### src/hdl/gaussian_kernel_density_sum_core_assert.svh
// Assertion macros for the Gaussian kernel density sum core.
// Included by the top level; needs no package.
`ifndef GAUSSIAN_KERNEL_DENSITY_SUM_CORE_ASSERT_SVH
`define GAUSSIAN_KERNEL_DENSITY_SUM_CORE_ASSERT_SVH

// Implication checked on every rising clock edge outside reset.
`define GKDS_ASSERT_IMPL(label, clk, rst_n, ante, cons) \
    label: assert property (@(posedge clk) disable iff (!rst_n) (ante) |-> (cons)) \
        else $error("assertion failed");

// Next-cycle implication checked outside reset.
`define GKDS_ASSERT_NEXT(label, clk, rst_n, ante, cons) \
    label: assert property (@(posedge clk) disable iff (!rst_n) (ante) |=> (cons)) \
        else $error("assertion failed");

`endif

### src/hdl/gkds_pkg.sv
// Package for the Gaussian kernel density sum core: sizes, types and the exp table.
// Used by every module of the block; depends on nothing.
package gkds_pkg;

    localparam int DIMENSIONS      = 2;
    localparam int MAX_POINTS      = 1024;
    localparam int EXP_TABLE_DEPTH = 1024;
    localparam int LANES           = 2;
    localparam int PT_AW           = $clog2(MAX_POINTS);
    localparam int ROWS            = MAX_POINTS / LANES;
    localparam int ROW_AW          = $clog2(ROWS);
    localparam int LANE_AW         = (LANES > 1) ? $clog2(LANES) : 1;
    localparam int EXP_AW          = $clog2(EXP_TABLE_DEPTH);
    localparam int CNT_W           = 11;
    localparam int COORD_W         = 16;
    localparam int ACC_W           = 48;

    localparam logic [1:0] REG_INV_BW = 2'd0;
    localparam logic [1:0] REG_POINTS = 2'd1;
    localparam logic [1:0] REG_NORM   = 2'd2;

    typedef logic signed [COORD_W-1:0] t_coord;
    typedef t_coord [DIMENSIONS-1:0] t_coords;

    typedef struct packed {
        logic mode;
        logic [9:0] point_index;
        logic signed [15:0] coord_0;
        logic signed [15:0] coord_1;
        logic signed [15:0] coord_2;
        logic signed [15:0] coord_3;
        logic [15:0] sample_weight;
    } t_in_item;

    typedef struct packed {
        logic [31:0] density;
        logic saturated;
    } t_out_item;

    typedef struct packed {
        logic [1:0] index;
        logic [31:0] data;
    } t_cfg_item;

    // Lane control: a row read was issued, and which row entries count.
    typedef struct packed {
        logic valid;
        logic [LANES-1:0] use_lane;
    } t_lane_ctl;

    function automatic logic [15:0] exp_entry(input int i);
        logic [63:0] x, y, e, t;
        logic [127:0] w;
        x = (64'(i) << 36) / 64'(EXP_TABLE_DEPTH);
        y = x >> 6;
        e = 64'h1_0000_0000;
        t = 64'h1_0000_0000;
        for (int n = 1; n <= 10; n++) begin
            w = 128'(t) * 128'(y);
            t = 64'(w >> 32) / 64'(n);
            if (n % 2 == 1) e = e - t; else e = e + t;
        end
        for (int k = 0; k < 6; k++) begin
            if (e < 64'h1_0000_0000) begin
                w = 128'(e) * 128'(e) + 128'h8000_0000;
                e = 64'(w >> 32);
            end
        end
        return 16'((e + 64'h8000) >> 16);
    endfunction

    typedef logic [16:0] t_exp_tab [EXP_TABLE_DEPTH];

    function automatic t_exp_tab build_exp();
        t_exp_tab tab;
        logic [63:0] x, y, e, t;
        logic [127:0] w;
        for (int i = 0; i < EXP_TABLE_DEPTH; i++) begin
            x = (64'(i) << 36) / 64'(EXP_TABLE_DEPTH);
            y = x >> 6;
            e = 64'h1_0000_0000;
            t = 64'h1_0000_0000;
            for (int n = 1; n <= 10; n++) begin
                w = 128'(t) * 128'(y);
                t = 64'(w >> 32) / 64'(n);
                if (n % 2 == 1) e = e - t; else e = e + t;
            end
            for (int k = 0; k < 6; k++) begin
                if (e < 64'h1_0000_0000) begin
                    w = 128'(e) * 128'(e) + 128'h8000_0000;
                    e = 64'(w >> 32);
                end
            end
            tab[i] = 17'((e + 64'h8000) >> 16);
        end
        return tab;
    endfunction

    localparam t_exp_tab EXP_TAB = build_exp();

endpackage

### src/hdl/gkds_merge.sv
// Merge stage: adds the lane terms into the saturating accumulator and scales the result.
// Depends on gkds_pkg.
module gkds_merge
    import gkds_pkg::*;
(
    input  logic                    i_clk,
    input  logic                    i_rst_n,
    input  logic                    i_clear,
    input  logic                    i_term_valid,
    input  logic [LANES-1:0]        i_term_use,
    input  logic [LANES-1:0][32:0]  i_terms,
    input  logic                    i_finish,
    input  logic [31:0]             i_norm,
    output logic                    o_done,
    output t_out_item               o_result
);
    logic [ACC_W-1:0] r_acc;
    logic r_sat;
    logic [ACC_W+LANE_AW:0] n_sum;
    logic [1:0] r_fin;
    logic [63:0] r_p1, r_p0;
    logic r_done;
    t_out_item r_result;

    always_comb begin
        n_sum = (ACC_W+LANE_AW+1)'(r_acc);
        for (int l = 0; l < LANES; l++) begin
            if (i_term_use[l]) n_sum = n_sum + (ACC_W+LANE_AW+1)'(i_terms[l]);
        end
    end

    always_ff @(posedge i_clk) begin
        if (!i_rst_n) begin
            r_fin <= '0;
            r_done <= 1'b0;
        end else begin
            r_fin <= {r_fin[0], i_finish};
            r_done <= r_fin[1];
        end
    end

    always_ff @(posedge i_clk) begin
        logic [64:0] res;
        if (i_clear) begin
            r_acc <= '0;
            r_sat <= 1'b0;
        end else if (i_term_valid) begin
            if (n_sum > (ACC_W+LANE_AW+1)'({ACC_W{1'b1}})) begin
                r_acc <= '1;
                r_sat <= 1'b1;
            end else begin
                r_acc <= ACC_W'(n_sum);
            end
        end
        if (r_fin[0]) begin
            r_p1 <= 64'(r_acc[ACC_W-1:16]) * 64'(i_norm);
            r_p0 <= 64'(r_acc[15:0]) * 64'(i_norm);
        end
        if (r_fin[1]) begin
            res = (65'(r_p1) + 65'(r_p0 >> 16)) >> 16;
            if (res > 65'hFFFF_FFFF) begin
                r_result.density <= 32'hFFFF_FFFF;
                r_result.saturated <= 1'b1;
            end else begin
                r_result.density <= 32'(res);
                r_result.saturated <= r_sat;
            end
        end
    end

    assign o_done = r_done;
    assign o_result = r_result;
endmodule

### config.mk
export PLATFORM = sky130hd
export DESIGN_NAME = gkds_merge
export DESIGN_NICKNAME = d
export VERILOG_FILES = /design/src/hdl/gaussian_kernel_density_sum_core_assert.svh /design/src/hdl/gkds_pkg.sv /design/src/hdl/gkds_merge.sv
export SDC_FILE = /design/constraint.sdc
export NUM_CORES = 2
export LEC_CHECK = 0
export BUFFER_PORTS_ARGS = -buffer_cell sky130_fd_sc_hd__buf_2
export CAP_MARGIN = 20
export CORE_MARGIN = 5
export CORE_UTILIZATION = 60
export CTS_CLUSTER_DIAMETER = 150
export DETAILED_ROUTE_END_ITERATION = 6
export HOLD_SLACK_MARGIN = 0.1
export MAX_ROUTING_LAYER = met4
export PLACE_DENSITY = 0.8
export REMOVE_ABC_BUFFERS = 1
export SLEW_MARGIN = 10
export SYNTH_ARGS = -nofsm -noshare
export SYNTH_HDL_FRONTEND = slang
export SYNTH_SLANG_ARGS = --single-unit
### constraint.sdc
create_clock -name i_clk -period 8.09 [get_ports i_clk]
set_clock_uncertainty 0.15 [all_clocks]
set_input_delay 0 -clock i_clk [delete_from_list [all_inputs] [get_ports i_clk]]
set_output_delay 0 -clock i_clk [all_outputs]
set_load 0.05 [all_outputs]
---- Word level (Yosys, flattened, before mapping) ----
Cells that the tools add are included.
cells by class
  add/subtract/negate cells ............... 3
  multipliers ............................. 2
  divide/modulo/power cells ............... 0
  magnitude comparators ................... 2
  eq/ne operators ......................... 0
  shifts and indexed selects .............. 0
  mux-type cells .......................... 3
  bitwise gates (word level) .............. 0
  reductions and logical operators ........ 1
operators with widths
  kind                                                              count
  adder 64 x 32 -> 65 bit                                           1
  multiplier 32 x 32 -> 64 bit                                      1
  adder 50 x 33 -> 50 bit                                           1
  greater-than comparator 50 x 48 -> 1 bit (second input constant)  1
  2-to-1 mux 50 bit                                                 1
  adder 48 x 33 -> 49 bit                                           1
  greater-than comparator 49 x 32 -> 1 bit (second input constant)  1
  2-to-1 mux 49 bit                                                 1
  multiplier 16 x 32 -> 48 bit                                      1
  2-to-1 mux 48 bit                                                 1
  AND reduction 2 bit                                               1
word-level totals
  register bits after elaboration ......... 197
  latch bits .............................. 0
  bits in writable memories ............... 0
  bits in read-only memories .............. 0
  input port bits ......................... 105
  output and inout port bits .............. 34
  memories kept ........................... 0

---- Logic depth before layout (Yosys ltp) ----
  depth after elaboration ................. 6
  depth in mapped cells ................... 31
  depth with buffers taken out ............ 29

---- Worst setup path before layout ----
No wires, ideal clock.
  path type ............................... reg2reg
  from .................................... register r_acc[33]
  to ...................................... register r_p1[63], data pin
  setup time .............................. 0.174 ns
  arrival time ............................ 7.639 ns
  required time ........................... 7.766 ns
  slack ................................... 0.127 ns
  stages on the path, launching flop included .. 29
  path buffers ............................ 4
  period minus slack after synthesis ...... 7.963 ns
  cell sequence ........................... dfxtp_1 -> clkbuf_1 -> clkbuf_1 -> clkbuf_1 -> and2_1 -> fa_1 -> fa_1 -> fa_1 -> inv_1 -> fa_1 -> inv_1 -> fa_1 -> fa_1 -> fa_1 -> inv_1 -> fa_1 -> inv_1 -> ha_1 -> clkbuf_1 -> nand4_1 -> or3_1 -> a211oi_1 -> nor3_1 -> o21ai_0 -> a211oi_1 -> o41ai_1 -> nand2_1 -> and2_1 -> a311oi_1
on the way
  cells in the longest elaborated chain, start to end .. 1
ends and longest elaborated chain
  item                          RTL line          RTL
  from (decl)                   gkds_merge.sv:17  logic [ACC_W-1:0] r_acc;
  from (signal assigned)        gkds_merge.sv:52  r_acc <= ACC_W'(n_sum);
  multiplier 32 x 32 -> 64 bit  gkds_merge.sv:56  r_p1 <= 64'(r_acc[ACC_W-1:16]) * 64'(i_norm);
  to (signal assigned)          gkds_merge.sv:56
  to (decl)                     gkds_merge.sv:21  logic [63:0] r_p1, r_p0;
No other way between the ends.
A chain may end at the register's enable or synchronous reset.

---- Worst setup path in the final report ----
  from .................................... register r_acc[23]
  to ...................................... register r_p1[55], data pin
The elaborated chain is that of the path after synthesis.

==> results.txt <==
- Outcome: finished clean
* Most common cell type on the critical path: fa_1
* Most frequent cells in the layout: fa_1, inv_1, nand2_1
- In this run the core area contains 116 standard-cell rows.
- Global routing finished with a remaining overflow of 0.
- Post-Synth Simple-Gate Area: 17.31%
- For this run, the post-layout net count is 8652.
- STA classifies the critical path endpoint as a flop.
- At the end of routability-driven placement, the weighted congestion stood at 1.014.
- The floorplan step defined a die boundary enclosing 107600 um^2.
- Vias in the first global route: 51380
- Setup repair after global routing missed its margin: true
- Path class of the lowest-slack min-delay path: in -> reg
* Combinational family with the most area after synthesis: adder cells
* Critical path required time: 8.18 ns
* Leading area contributor after synthesis: fa_1
- Number of filler cells placed in the layout: 7977
* Die height: 328.0 um
* Clock network latency to the later pin of the worst-skew pair: 0.50 ns
- For this run, the number of Yosys warnings is 0.
* Number of I/O pins: 139
* TritonCTS buffer count: 17
- For the pin with the worst max-slew slack, the measured transition is 1.081 ns.
- Worst-path fanout max: 11
- Clk Tree Root Cell: clkbuf_16
- The final layout contains routed wiring with a total length of 174.9 mm.
- Max stage delay on crit path: 0.55 ns
* Violation count after the first detailed-route iteration: 3719
- The number of different library cells used by synthesis comes to 80.
* Flop and latch count out of synthesis: 181
- The total count of max-transition violations in the final report was 0.
- Final total negative setup slack: 0 ns
* Share of synthesized flip-flops with an asynchronous set or reset: 0%
- Top cell type's share of synthesized area: 43.38%
- Initial Utilization: 60.50%
- Post-Syn Instances: 6703
- Category of the worst setup path launch point: flop
- Clock tree buffer depth: 2
- Entering global routing, the biggest net connects 65 pins.
* Final-report setup violation count: 0
- Detailed routing inserted a total of 47360 vias.
- After Yosys synthesis, full adders, half adders and majority gates account for 53.22% of the synthesized area.
- Post-synth EDFFs: 129
* HPWL after detailed placement: 145.8 mm
- For this run, the leading register cell type out of synthesis is edfxtp_1.
- Using the TritonRoute via totals, the vias-per-cell ratio works out to 5.818.
* Core footprint: 100300 um^2
- The hold violation total from the final report came to 0.
- Critical setup path kind: reg -> reg
- Number of standard cells in the layout, taps in and fillers out: 8139
- Num Clock Sinks: 181
- Derived from the worst setup path, the maximum achievable clock frequency is 125.3 MHz.
- In the global route stage, overall resource usage came out at 34.49%.
- DR WL/cell: 21.48 um
- The first global-routing pass estimated 281.2 mm of wire.
* Cell Count Post-Placement: 8061
* Count of antenna-violating nets left after detailed routing: 0
* Number of detailed-routing iterations run before antenna repair: 6
- Data arrives at the worst endpoint at 8.07 ns.
* H-tree level count: 4
- Clock tree from TritonCTS: yes
- Relative slew slack: 27.82%
* Most common library cell in the layout ignoring fill and taps: fa_1
- Slowest library cell on the worst path: fa_1
- The synthesized netlist devotes 7.479% of its cell area to compound gates.
* Total standard cell area after synthesis: 60680 um^2
* Count of buffer and inverter cells on the critical path: 9
- Clk pin slew, worst setup/hold paths: 0.08 ns
- Number of buffer cells added on primary ports: 138
* Width of the die: 328.0 um
- Final min period: 7.982 ns
- The post-route netlist has 8.200% of its cells at a drive strength greater than 1.
- Delay-heaviest family, CP: adder cells
* Sequential area share after synthesis: 8.099%
- Syn avg cell area: 9.053 um^2
- Dominant cells by area after synthesis: fa_1, ha_1, inv_1
* Area Growth Syn to Fin: 6.957%
- Number of antenna violations at the first check in global routing: 15
* Post-route clock period utilization: 98.66%
* Worst Hold Slack: 0.1288 ns
* Parity-gate share of the synthesized area counting xor and xnor cells: 2.742%
* Max-capacitance violation count: 0
- Measured against the total synthesized area, the mux share comes to 0.7403%.
- DRC viols: 0
-- stage by stage --
step / utilization, % / instance area, um^2 / setup WS [ns]
final: 64.71 / 64900 / 0.1082
after global routing: 64.71 / 64900 / -0.06141
after CTS: 64.46 / 64650 / 0.04483
after detailed placement: 63.52 / 63710 / -0.06305
after global placement: 63.52 / 63710 / 0.09221
after floorplan: - / 59200 / 0.3223
-- worst paths after layout --
kind / startpoint / to / slack, ns / cells past startpoint
setup reg to reg: r_acc[23]$_SDFFE_PP0P_ / r_p1[55]$_DFFE_PP_ / 0.11 / 29
setup / recovery: r_acc[23]$_SDFFE_PP0P_ / r_p1[55]$_DFFE_PP_ / 0.11 / 29
hold reg to reg: r_sat$_SDFFE_PP0P_ / r_sat$_SDFFE_PP0P_ / 0.35 / 2
hold / removal: i_terms[1] / r_acc[1]$_SDFFE_PP0P_ / 0.13 / 6
-- cell usage after synthesis, types with 6 or more instances --
library cell,instances
o211ai_1,19
o21bai_1,25
a21oi_1,202
nor3_1,17
o21ai_0,141
or3_1,9
xnor2_1,124
a21boi_0,12
clkbuf_1,375
xor2_1,66
o2111ai_1,6
a21o_1,90
nand2b_1,16
a31oi_1,25
and3_1,30
a311oi_2,19
or2_2,10
nor2_1,165
a211oi_1,24
ha_1,477
buf_1,6
fa_1,1315
nand4_1,45
and2_1,740
and4_1,11
o21a_1,27
nand3_1,53
a311oi_1,9
o211a_1,6
dfxtp_1,52
edfxtp_1,129
mux2i_1,10
inv_1,1287
o31ai_1,9
a211oi_2,10
nor2b_1,28
mux2_2,31
nand2_1,997
-- final cells by class --
type	instances	area, um^2	share of cell area, %
diodes	14	35.03	0.05398
clock buffers	17	425.4	0.6555
well taps	1357	1698	2.616
multi-input cells	4847	49570	76.38
clock inverters	15	202.7	0.3123
repair buffers	421	3167	4.879
flip-flops and latches	181	4972	7.661
inverters	1287	4831	7.443
-- registers in the layout, indices dropped and copies added (netlist names) --
signal,count
r_p1,64
r_acc,48
o_result,33
r_p0,32
r_fin,2
o_done,1
r_sat,1
-- metal layers --
metal  vias to the layer above  routed length (um)  GRT usage [%]
li1                      20510                   -              -
met1                     24010               64230          41.38
met2                      2228               83160          55.59
met3                       605               14690          6.300
met4                         0               12780          19.04
met5                         -                   0              -
-- worst register-to-register path: cells and delay by family, from the launching register on --
family,cells,cell delay (ns)
buffers and inverters,9,0.95
XOR/XNOR,1,0.13
adder cells (fa/ha/maj),9,4.29
AND/OR/NAND/NOR,5,1.10
AO/OA/AOI/OAI,5,0.75
flip-flops,1,0.36
-- cell families (layout without fill, tap and decap cells) --
family,Yosys count,in the layout
simple gates,2146,2146
xor+xnor,190,190
other cells,0,14
mux,41,41
buf+inv,1675,1740
compound gates,678,678
flops,181,181
fa+ha+maj,1792,1792
-- timing repair --
action / in CTS / in global routing
setup endpoints to repair: 5 / 21
hold buffers: 29 / 0
gates cloned: 0 / 2
buffers inserted: 0 / 2
endpoints found under the hold margin: 44 / 0
pin swaps: 0 / 22
gates resized for setup: 9 / 57
Power is not shown: default switching activity piles up to over one toggle a cycle in this logic, so the estimate is an artifact.
